**config.mk**
```make
export PLATFORM = sky130hd
export DESIGN_NAME = running_mean_variance_stats_unit
export DESIGN_NICKNAME = d
export VERILOG_FILES = /design/src/design/rmvs_pkg.sv /design/src/design/running_mean_variance_stats_unit.sv
export SDC_FILE = /design/constraint.sdc
export NUM_CORES = 2
export LEC_CHECK = 0
export BUFFER_PORTS_ARGS = -buffer_cell sky130_fd_sc_hd__buf_2
export CORE_MARGIN = 3
export CORE_UTILIZATION = 40
export DETAILED_ROUTE_END_ITERATION = 8
export PLACE_DENSITY = 0.66
export SLEW_MARGIN = 15
export SYNTH_ARGS = -nofsm -noshare
export SYNTH_HDL_FRONTEND = slang
export SYNTH_SLANG_ARGS = --single-unit
```
**constraint.sdc**
```tcl
create_clock -name clk -period 38.3 [get_ports clk]
set_input_delay 5.745 -clock clk [delete_from_list [all_inputs] [get_ports clk]]
set_output_delay 5.745 -clock clk [all_outputs]
set_load 0.01 [all_outputs]
```
**src/design/rmvs_pkg.sv**
```systemverilog
// ----------------------------------------------------------------------------
// rmvs_pkg
// Types and constants shared by the running mean and variance statistics unit.
// ----------------------------------------------------------------------------
package rmvs_pkg;

  localparam int DEF_SAMPLE_WIDTH = 32;
  localparam int DEF_COUNT_WIDTH  = 32;

  localparam int MEAN_W  = 48;
  localparam int MAG_W   = 49;
  localparam int PROD_W  = 2 * MAG_W;
  localparam int SQ_W    = 64;
  localparam int ROOT_W  = 32;
  localparam int SREM_W  = 36;
  localparam int ITER_W  = 7;

  localparam logic REQ_ADD   = 1'b0;
  localparam logic REQ_CLEAR = 1'b1;

  typedef struct packed {
    logic               req_type;
    logic signed [31:0] sample;
  } in_item_t;

  typedef struct packed {
    logic        [31:0] sample_count;
    logic signed [31:0] mean_value;
    logic        [63:0] variance_value;
    logic        [31:0] stddev_value;
    logic signed [31:0] min_value;
    logic signed [31:0] max_value;
    logic               overflow_flag;
  } out_item_t;

  typedef enum logic [3:0] {
    ST_IDLE,
    ST_MDIV,
    ST_DEV,
    ST_MUL,
    ST_FIN_MUL,
    ST_VSET,
    ST_VDIV,
    ST_SQRT,
    ST_DONE
  } state_t;

endpackage

```
**src/design/running_mean_variance_stats_unit.sv**
```systemverilog
// ----------------------------------------------------------------------------
// running_mean_variance_stats_unit
// Welford running count, mean, m2, min and max with variance and std deviation.
// ----------------------------------------------------------------------------
// One item is processed at a time, one bit per cycle through a shared
// restoring divider, a shift-add multiplier and a digit-by-digit root.
// An add to a non-empty set runs the mean divide, deviation, multiply,
// variance divide and root; a clear or the first add runs only the root, and
// a saturated add the variance divide and root. The next item is taken
// while the previous result still waits in the output register.
module running_mean_variance_stats_unit
  import rmvs_pkg::*;
#(
  parameter int SAMPLE_WIDTH = DEF_SAMPLE_WIDTH,
  parameter int COUNT_WIDTH  = DEF_COUNT_WIDTH
) (
  input  logic      clk,
  input  logic      rst_n,
  input  logic      in_valid,
  output logic      in_ready,
  input  in_item_t  in_data,
  output logic      out_valid,
  input  logic      out_ready,
  output out_item_t out_data
);

  localparam int DIV_STEPS  = SQ_W;
  localparam int MUL_STEPS  = MAG_W;
  localparam int SQRT_STEPS = ROOT_W;

  state_t state_r, state_nxt;

  logic        [COUNT_WIDTH-1:0] count_r, count_nxt;
  logic signed [MEAN_W-1:0]      mean_r, mean_nxt;
  logic        [SQ_W-1:0]        sq_r, sq_nxt;
  logic signed [31:0]            min_r, min_nxt;
  logic signed [31:0]            max_r, max_nxt;
  logic                          sat_r, sat_nxt;

  logic signed [MEAN_W-1:0]      x32_r, x32_nxt;
  logic signed [31:0]            xs_r, xs_nxt;
  logic        [MAG_W-1:0]       dmag_r, dmag_nxt;
  logic                          dneg_r, dneg_nxt;
  logic        [COUNT_WIDTH-1:0] n_r, n_nxt;

  logic        [SQ_W-1:0]        quo_r, quo_nxt;
  logic        [COUNT_WIDTH:0]   rem_r, rem_nxt;
  logic        [COUNT_WIDTH-1:0] den_r, den_nxt;
  logic        [PROD_W-1:0]      prod_r, prod_nxt;
  logic        [SQ_W-1:0]        var_r, var_nxt;
  logic        [SQ_W-1:0]        rv_r, rv_nxt;
  logic        [ROOT_W-1:0]      root_r, root_nxt;
  logic        [SREM_W-1:0]      srem_r, srem_nxt;
  logic        [ITER_W-1:0]      iter_r, iter_nxt;

  logic                          out_valid_r, out_valid_nxt;
  out_item_t                     out_r, out_nxt;

  logic signed [31:0]            xs;
  logic signed [MEAN_W-1:0]      x32;
  logic signed [MEAN_W:0]        dlt;
  logic        [COUNT_WIDTH:0]   dtrial;
  logic                          dbit;
  logic        [MAG_W:0]         msum;
  logic        [SREM_W-1:0]      sshift;
  logic        [SREM_W-1:0]      strial;
  logic signed [MEAN_W:0]        dlt2;
  logic        [MAG_W-1:0]       d2mag;
  logic        [SQ_W:0]          sqsum;
  logic        [63:0]            cext;

  assign in_ready  = (state_r == ST_IDLE);
  assign out_valid = out_valid_r;
  assign out_data  = out_r;

  assign xs     = 32'(signed'(in_data.sample[SAMPLE_WIDTH-1:0]));
  assign x32    = MEAN_W'(xs) <<< 16;
  assign dlt    = (MEAN_W+1)'(x32) - (MEAN_W+1)'(mean_r);
  assign dtrial = {rem_r[COUNT_WIDTH-1:0], quo_r[SQ_W-1]};
  assign dbit   = (dtrial >= {1'b0, den_r});
  assign msum   = {1'b0, prod_r[PROD_W-1:MAG_W]} + (prod_r[0] ? {1'b0, dmag_r} : '0);
  assign sshift = {srem_r[SREM_W-3:0], rv_r[SQ_W-1:SQ_W-2]};
  assign strial = {{(SREM_W-ROOT_W-2){1'b0}}, root_r, 2'b01};
  assign dlt2   = (MEAN_W+1)'(x32_r) - (MEAN_W+1)'(mean_r);
  assign d2mag  = dlt2[MEAN_W] ? MAG_W'(-dlt2) : MAG_W'(dlt2);
  assign sqsum  = {1'b0, sq_r} + {1'b0, prod_r[SQ_W+31:32]};
  assign cext   = 64'(count_r);

  // mean after the divide, from the finished quotient
  function automatic logic signed [MEAN_W-1:0] mean_upd_of(input logic [SQ_W-1:0] q);
    mean_upd_of = dneg_r ? mean_r - MEAN_W'(q[MAG_W-1:0]) : mean_r + MEAN_W'(q[MAG_W-1:0]);
  endfunction

  always_ff @(posedge clk) begin
    if (!rst_n) begin
      state_r     <= ST_IDLE;
      count_r     <= '0;
      mean_r      <= '0;
      sq_r        <= '0;
      min_r       <= '0;
      max_r       <= '0;
      sat_r       <= 1'b0;
      out_valid_r <= 1'b0;
      iter_r      <= '0;
    end else begin
      state_r     <= state_nxt;
      count_r     <= count_nxt;
      mean_r      <= mean_nxt;
      sq_r        <= sq_nxt;
      min_r       <= min_nxt;
      max_r       <= max_nxt;
      sat_r       <= sat_nxt;
      out_valid_r <= out_valid_nxt;
      iter_r      <= iter_nxt;
    end
  end

  always_ff @(posedge clk) begin
    x32_r  <= x32_nxt;
    xs_r   <= xs_nxt;
    dmag_r <= dmag_nxt;
    dneg_r <= dneg_nxt;
    n_r    <= n_nxt;
    quo_r  <= quo_nxt;
    rem_r  <= rem_nxt;
    den_r  <= den_nxt;
    prod_r <= prod_nxt;
    var_r  <= var_nxt;
    rv_r   <= rv_nxt;
    root_r <= root_nxt;
    srem_r <= srem_nxt;
    out_r  <= out_nxt;
  end

  always_comb begin
    state_nxt     = state_r;
    count_nxt     = count_r;
    mean_nxt      = mean_r;
    sq_nxt        = sq_r;
    min_nxt       = min_r;
    max_nxt       = max_r;
    sat_nxt       = sat_r;
    x32_nxt       = x32_r;
    xs_nxt        = xs_r;
    dmag_nxt      = dmag_r;
    dneg_nxt      = dneg_r;
    n_nxt         = n_r;
    quo_nxt       = quo_r;
    rem_nxt       = rem_r;
    den_nxt       = den_r;
    prod_nxt      = prod_r;
    var_nxt       = var_r;
    rv_nxt        = rv_r;
    root_nxt      = root_r;
    srem_nxt      = srem_r;
    iter_nxt      = iter_r;
    out_nxt       = out_r;
    out_valid_nxt = out_valid_r && !out_ready;

    unique case (state_r)
      ST_IDLE: begin
        if (in_valid) begin
          if (in_data.req_type == REQ_CLEAR) begin
            count_nxt = '0;
            mean_nxt  = '0;
            sq_nxt    = '0;
            min_nxt   = '0;
            max_nxt   = '0;
            sat_nxt   = 1'b0;
            state_nxt = ST_VSET;
          end else if (count_r == '0) begin
            count_nxt = COUNT_WIDTH'(1);
            mean_nxt  = x32;
            sq_nxt    = '0;
            min_nxt   = xs;
            max_nxt   = xs;
            state_nxt = ST_VSET;
          end else if (&count_r) begin
            sat_nxt   = 1'b1;
            state_nxt = ST_VSET;
          end else begin
            x32_nxt   = x32;
            xs_nxt    = xs;
            dneg_nxt  = dlt[MEAN_W];
            dmag_nxt  = dlt[MEAN_W] ? MAG_W'(-dlt) : MAG_W'(dlt);
            n_nxt     = count_r + COUNT_WIDTH'(1);
            den_nxt   = count_r + COUNT_WIDTH'(1);
            quo_nxt   = SQ_W'(dlt[MEAN_W] ? MAG_W'(-dlt) : MAG_W'(dlt));
            rem_nxt   = '0;
            iter_nxt  = '0;
            state_nxt = ST_MDIV;
          end
        end
      end
      ST_MDIV, ST_VDIV: begin
        rem_nxt  = dbit ? dtrial - {1'b0, den_r} : dtrial;
        quo_nxt  = {quo_r[SQ_W-2:0], dbit};
        iter_nxt = iter_r + ITER_W'(1);
        if (iter_r == ITER_W'(DIV_STEPS - 1)) begin
          iter_nxt = '0;
          if (state_r == ST_MDIV) begin
            state_nxt = ST_DEV;
          end else begin
            var_nxt   = quo_nxt;
            rv_nxt    = quo_nxt;
            root_nxt  = '0;
            srem_nxt  = '0;
            state_nxt = ST_SQRT;
          end
        end
      end
      ST_DEV: begin
        prod_nxt  = {{MAG_W{1'b0}}, d2mag};
        state_nxt = ST_MUL;
      end
      ST_MUL: begin
        prod_nxt = {msum, prod_r[MAG_W-1:1]};
        iter_nxt = iter_r + ITER_W'(1);
        if (iter_r == ITER_W'(MUL_STEPS - 1)) begin
          iter_nxt  = '0;
          state_nxt = ST_FIN_MUL;
        end
      end
      ST_VSET: begin
        if (count_r >= COUNT_WIDTH'(2)) begin
          quo_nxt   = sq_r;
          rem_nxt   = '0;
          den_nxt   = count_r - COUNT_WIDTH'(1);
          iter_nxt  = '0;
          state_nxt = ST_VDIV;
        end else begin
          var_nxt   = '0;
          rv_nxt    = '0;
          root_nxt  = '0;
          srem_nxt  = '0;
          iter_nxt  = '0;
          state_nxt = ST_SQRT;
        end
      end
      ST_SQRT: begin
        rv_nxt   = {rv_r[SQ_W-3:0], 2'b00};
        if (sshift >= strial) begin
          srem_nxt = sshift - strial;
          root_nxt = {root_r[ROOT_W-2:0], 1'b1};
        end else begin
          srem_nxt = sshift;
          root_nxt = {root_r[ROOT_W-2:0], 1'b0};
        end
        iter_nxt = iter_r + ITER_W'(1);
        if (iter_r == ITER_W'(SQRT_STEPS - 1)) begin
          iter_nxt  = '0;
          state_nxt = ST_DONE;
        end
      end
      ST_DONE: begin
        if (!out_valid_r || out_ready) begin
          out_nxt.sample_count   = (cext[63:32] != 32'd0) ? 32'hFFFF_FFFF : cext[31:0];
          out_nxt.mean_value     = mean_r[MEAN_W-1:16];
          out_nxt.variance_value = var_r;
          out_nxt.stddev_value   = root_r;
          out_nxt.min_value      = min_r;
          out_nxt.max_value      = max_r;
          out_nxt.overflow_flag  = sat_r;
          out_valid_nxt          = 1'b1;
          state_nxt              = ST_IDLE;
        end
      end
      ST_FIN_MUL: begin
        if ((prod_r[PROD_W-1:SQ_W+32] != '0) || sqsum[SQ_W]) begin
          sq_nxt  = '1;
          sat_nxt = 1'b1;
        end else begin
          sq_nxt  = sqsum[SQ_W-1:0];
        end
        count_nxt = n_r;
        if (xs_r < min_r) min_nxt = xs_r;
        if (xs_r > max_r) max_nxt = xs_r;
        state_nxt = ST_VSET;
      end
      default: state_nxt = ST_IDLE;
    endcase

    if (state_r == ST_MDIV && iter_r == ITER_W'(DIV_STEPS - 1)) begin
      mean_nxt = mean_upd_of(quo_nxt);
    end
  end

endmodule

```
==> metrics.txt <==
# TYPE chip_impl_metric gauge
chip_impl_metric{name="vias_per_cell",unit=""} 5.78
chip_impl_metric{name="grt_pass1_vias",unit=""} 45176
chip_impl_metric{name="final_antenna_net_count",unit=""} 0
chip_impl_metric{name="postSynthAreaPerCell",unit="µm²"} 9.50
chip_impl_metric{name="hpwl",unit="µm"} 139000
chip_impl_metric{name="place_worst_setup_slack",unit="ns"} 23.08
chip_impl_metric{name="share_of_the_yosys_chip_area_belonging_to_registers",unit=""} 0.459
chip_impl_info{name="crit_end",value="mean_r[44]"} 1
chip_impl_metric{name="final-instance-count-excl-fill",unit=""} 8268
chip_impl_metric{name="htreeDepth",unit=""} 3
chip_impl_metric{name="yosys.cell_types.count",unit=""} 112
chip_impl_metric{name="postSynthRegisterBits",unit=""} 980
chip_impl_metric{name="place_area",unit="µm²"} 61400
chip_impl_metric{name="maximum_number_of_pins_on_one_net_before_global_route_repair",unit=""} 89
chip_impl_metric{name="clock_latency",unit="ns"} 0.78
chip_impl_metric{name="leakagePower",unit="nW"} 26.0
chip_impl_metric{name="io-pin-count",unit=""} 264
chip_impl_info{name="regToRegStartpoint",value="mean_r[0]"} 1
chip_impl_metric{name="reg2reg_depth",unit=""} 33
chip_impl_metric{name="cts_setup_buffers",unit=""} 0
chip_impl_info{name="status",value="finished clean"} 1
chip_impl_metric{name="synth_instances",unit=""} 6132
chip_impl_metric{name="port_buffers",unit=""} 263
chip_impl_metric{name="post-route-min-period",unit="ns"} 14.71
chip_impl_metric{name="drt-initial-drc-count",unit=""} 4655
chip_impl_info{name="hp-class",value="reg -> reg"} 1
chip_impl_metric{name="slowest_delay",unit="ns"} 0.80
chip_impl_metric{name="worst-slew-pin-transition",unit="ns"} 1.36
chip_impl_metric{name="finalHoldViolations",unit=""} 0
chip_impl_metric{name="slew_viol_final",unit=""} 0
chip_impl_metric{name="die_h",unit="µm"} 388
chip_impl_metric{name="timing.setup.tns",unit="ns"} 0
chip_impl_metric{name="final-setup-viol-count",unit=""} 0
chip_impl_metric{name="r2r_slack",unit="ns"} 27.54
chip_impl_metric{name="clock_sinks",unit=""} 980
chip_impl_metric{name="worst-endpoint-required",unit="ns"} 38.94
chip_impl_metric{name="chipWidth",unit="µm"} 388
chip_impl_metric{name="worst_ep_arrival_time",unit="ns"} 15.35
chip_impl_metric{name="max_cap_viol_count",unit=""} 0
chip_impl_metric{name="layout_area_growth_over_synthesis",unit="%"} 12.3
chip_impl_metric{name="async_reset_ff_frac",unit=""} 0
chip_impl_metric{name="routedWlPerCell",unit="µm"} 22.6
chip_impl_metric{name="final_design_area_no_fill",unit="µm²"} 65400
chip_impl_metric{name="clock_pin_slew_reported_for_the_worst_setup_and_hold_paths_after_clock_tree_synthesis",unit="ns"} 0.06
chip_impl_metric{name="yosys.area.top_type_share",unit=""} 0.366
chip_impl_metric{name="period_share",unit=""} 0.384
chip_impl_metric{name="grt_remaining_overflow",unit=""} 0
chip_impl_metric{name="antenna_found_initial",unit=""} 18
chip_impl_metric{name="worst_slack",unit="ns"} 23.59
chip_impl_info{name="dominantRegCellSynth",value="sky130_fd_sc_hd__edfxtp_1"} 1
chip_impl_metric{name="num_rows",unit=""} 139
chip_impl_metric{name="floorplan.initialDensity",unit=""} 0.404
chip_impl_metric{name="drc",unit=""} 0
chip_impl_info{name="critical_path.most_common_cell",value="sky130_fd_sc_hd__a21oi_1"} 1
chip_impl_metric{name="cts-resized-gates",unit=""} 0
chip_impl_metric{name="grt_pass1_wl",unit="µm"} 280000
chip_impl_info{name="synth_largest_area_cell",value="sky130_fd_sc_hd__edfxtp_1"} 1
chip_impl_info{name="worst_path_max_delay_cell",value="sky130_fd_sc_hd__nor4_1"} 1
chip_impl_metric{name="cts_hold_buffers",unit=""} 0
chip_impl_metric{name="cell_count_post_placement",unit=""} 8051
chip_impl_metric{name="drive_above_1_share",unit=""} 0.0979
chip_impl_metric{name="final.setup_skew",unit="ns"} 0.0736
chip_impl_info{name="crit_path_start",value="in_data[1]"} 1
chip_impl_metric{name="grt_use_total",unit=""} 0.240
chip_impl_metric{name="worst-path-max-fanout",unit=""} 31
chip_impl_metric{name="max_slew_margin",unit=""} 0.0855
chip_impl_info{name="critical_path.reg2reg.endpoint",value="mean_r[44]"} 1
chip_impl_metric{name="power.density_cell_area",unit="nW/µm²"} 83.5
chip_impl_info{name="top_post_synthesis_cells_by_area",value="sky130_fd_sc_hd__edfxtp_1 37%, sky130_fd_sc_hd__dfxtp_1 9.2%, sky130_fd_sc_hd__ha_1 7.7%, sky130_fd_sc_hd__a21oi_1 4.7%, sky130_fd_sc_hd__xnor2_1 4.1%"} 1
chip_impl_info{name="rsz_0062_raised_after_global_routing",value="false"} 1
chip_impl_info{name="root_buffer",value="sky130_fd_sc_hd__clkbuf_16"} 1
chip_impl_metric{name="clockBufferDepth",unit=""} 3
chip_impl_metric{name="totalWireLength",unit="µm"} 187000
chip_impl_metric{name="vias",unit=""} 47761
chip_impl_metric{name="max_freq",unit="MHz"} 68.0
chip_impl_info{name="cts_tree",value="built"} 1
chip_impl_metric{name="core_area",unit="µm²"} 144000
chip_impl_metric{name="tritoncts.num_buffers",unit=""} 108
chip_impl_metric{name="mappedNetlistNets",unit=""} 6534
chip_impl_metric{name="gp_congestion",unit=""} 0.972
chip_impl_metric{name="synthesis.area",unit="µm²"} 58300
chip_impl_info{name="crit_path_end_kind",value="flip-flop"} 1
chip_impl_info{name="worstSetupStartpointType",value="primary input"} 1
chip_impl_metric{name="number_of_enable_flip_flop_cells_after_synthesis",unit=""} 711
chip_impl_metric{name="synth-warning-count",unit=""} 0
chip_impl_metric{name="firstDrtPassIters",unit=""} 8
chip_impl_info{name="path_class",value="in -> reg"} 1
chip_impl_metric{name="peakVddDrop",unit="V"} 0.0000477
chip_impl_metric{name="finalHoldWorstSlack",unit="ns"} 0.418
chip_impl_metric{name="die-area",unit="µm²"} 150000
chip_impl_metric{name="total_nets_final",unit=""} 6661
-- area by class of cell --
class / count / area, µm²
antenna: 12 / 30.0
sequential: 980 / 26700
fill: 13616 / 78700
clock inverter: 77 / 1140
multi-input combinational: 4543 / 29400
timing repair buffer: 324 / 1790
tap: 1903 / 2380
clock buffer: 127 / 2800
inverter: 302 / 1140
-- registers in the layout, indices dropped and copies added, names as in the netlist --
name / count
state_r: 4
prod_r: 98
out_valid: 1
n_r: 32
min_r: 32
max_r: 32
rem_r: 32
out_data: 225
sat_r: 1
den_r: 32
var_r: 64
mean_r: 48
xs_r: 32
rv_r: 64
sq_r: 64
srem_r: 34
quo_r: 64
root_r: 32
iter_r: 7
dneg_r: 1
count_r: 32
dmag_r: 49
-- Yosys cell counts, types with 19 or more instances --
| library cell | number |
|---|---|
| sky130_fd_sc_hd__clkbuf_1 | 264 |
| sky130_fd_sc_hd__o22ai_1 | 19 |
| sky130_fd_sc_hd__nand2_1 | 595 |
| sky130_fd_sc_hd__and3_1 | 51 |
| sky130_fd_sc_hd__a21o_1 | 161 |
| sky130_fd_sc_hd__or3_1 | 37 |
| sky130_fd_sc_hd__a21boi_0 | 21 |
| sky130_fd_sc_hd__nor2b_1 | 70 |
| sky130_fd_sc_hd__xnor2_1 | 276 |
| sky130_fd_sc_hd__xor2_1 | 174 |
| sky130_fd_sc_hd__nand4_1 | 50 |
| sky130_fd_sc_hd__nand2b_1 | 52 |
| sky130_fd_sc_hd__nor2_1 | 545 |
| sky130_fd_sc_hd__nand3_1 | 245 |
| sky130_fd_sc_hd__nor4_1 | 29 |
| sky130_fd_sc_hd__and2_1 | 157 |
| sky130_fd_sc_hd__o21ai_0 | 317 |
| sky130_fd_sc_hd__a21oi_1 | 543 |
| sky130_fd_sc_hd__nor3_1 | 109 |
| sky130_fd_sc_hd__a221o_1 | 23 |
| sky130_fd_sc_hd__o31ai_1 | 34 |
| sky130_fd_sc_hd__a221oi_1 | 19 |
| sky130_fd_sc_hd__buf_1 | 19 |
| sky130_fd_sc_hd__edfxtp_1 | 711 |
| sky130_fd_sc_hd__or2_2 | 30 |
| sky130_fd_sc_hd__o21a_1 | 48 |
| sky130_fd_sc_hd__ha_1 | 361 |
| sky130_fd_sc_hd__buf_2 | 21 |
| sky130_fd_sc_hd__mux2i_1 | 53 |
| sky130_fd_sc_hd__a211oi_1 | 102 |
| sky130_fd_sc_hd__dfxtp_1 | 269 |
| sky130_fd_sc_hd__a31oi_1 | 56 |
| sky130_fd_sc_hd__inv_1 | 297 |
| sky130_fd_sc_hd__or4_1 | 26 |
| sky130_fd_sc_hd__o211ai_1 | 40 |
| sky130_fd_sc_hd__o21bai_1 | 28 |
-- worst max-delay path: cells and delay by family --
family	cells	cell delay, ns
xor+xnor	1	0.22
buf+inv	2	0.61
simple gates	4	1.39
compound gates	24	6.57
fa+ha+maj	2	0.77
-- where the power goes --
group | switching (W) | internal, W
Combinational | 0.00168 | 0.000956
Sequential | 0.000229 | 0.00145
Clock | 0.000474 | 0.000675
Total | 0.00239 | 0.00308
-- layer usage --
metal / GRT usage / share of wire / routed length, µm
met5: 0 / 0.00024 / 44
met1: 0.324 / 0.43 / 80700
met4: 0.0940 / 0.040 / 7550
met2: 0.371 / 0.44 / 82800
met3: 0.0566 / 0.084 / 15700
-- cell families (layout without fill, tap and decap cells) --
family,count (synthesis),in the layout,share of synthesized area
AOI/OAI and AO/OA,1579,1579,0.171
other,0,12,0
and+or+nand+nor,2088,2088,0.173
DFF,980,980,0.459
adders and majority gates,365,365,0.0789
muxes,60,60,0.0105
xor gates and xnor gates,451,451,0.0680
buffers and inverters,609,830,0.0399
-- how the worst min path moves through the flow --
stage	startpoint	endpoint	slack, ns	depth (start not counted)
6_report	var_r[46]	out_data[143]	0.42	0
5_1_grt	var_r[29]	out_data[126]	0.42	0
4_1_cts	var_r[29]	out_data[126]	0.42	0
3_5_place_dp	var_r[44]	out_data[141]	0.40	0
3_3_place_gp	var_r[14]	out_data[111]	0.40	0
2_1_floorplan	var_r[3]	out_data[100]	0.40	0
-- cells in the final DEF (no fill, tap or decap), types with 50 or more instances in the layout --
cell / instances
sky130_fd_sc_hd__and2_1: 156
sky130_fd_sc_hd__o21ai_0: 317
sky130_fd_sc_hd__nor3_1: 107
sky130_fd_sc_hd__inv_1: 295
sky130_fd_sc_hd__a21oi_1: 540
sky130_fd_sc_hd__a211oi_1: 102
sky130_fd_sc_hd__xor2_1: 174
sky130_fd_sc_hd__nand4_1: 50
sky130_fd_sc_hd__mux2i_1: 52
sky130_fd_sc_hd__a31oi_1: 55
sky130_fd_sc_hd__a21o_1: 161
sky130_fd_sc_hd__nand3_1: 244
sky130_fd_sc_hd__buf_4: 60
sky130_fd_sc_hd__edfxtp_1: 711
sky130_fd_sc_hd__nor2_1: 543
sky130_fd_sc_hd__ha_1: 361
sky130_fd_sc_hd__nand2b_1: 51
sky130_fd_sc_hd__nor2b_1: 69
sky130_fd_sc_hd__and3_1: 50
sky130_fd_sc_hd__nand2_1: 590
sky130_fd_sc_hd__buf_2: 263
sky130_fd_sc_hd__clkbuf_16: 108
sky130_fd_sc_hd__xnor2_1: 276
sky130_fd_sc_hd__dfxtp_1: 268
-- stage by stage --
stage | util | total power [W]
2_1_floorplan | - | 0.00349
4_1_cts | 0.453 | 0.00543
6_report | 0.454 | 0.00547
3_5_place_dp | 0.426 | 0.00426
3_3_place_gp | 0.426 | 0.00422
5_1_grt | 0.454 | 0.00580
No activity file was read; power rests on OpenSTA's default activity.
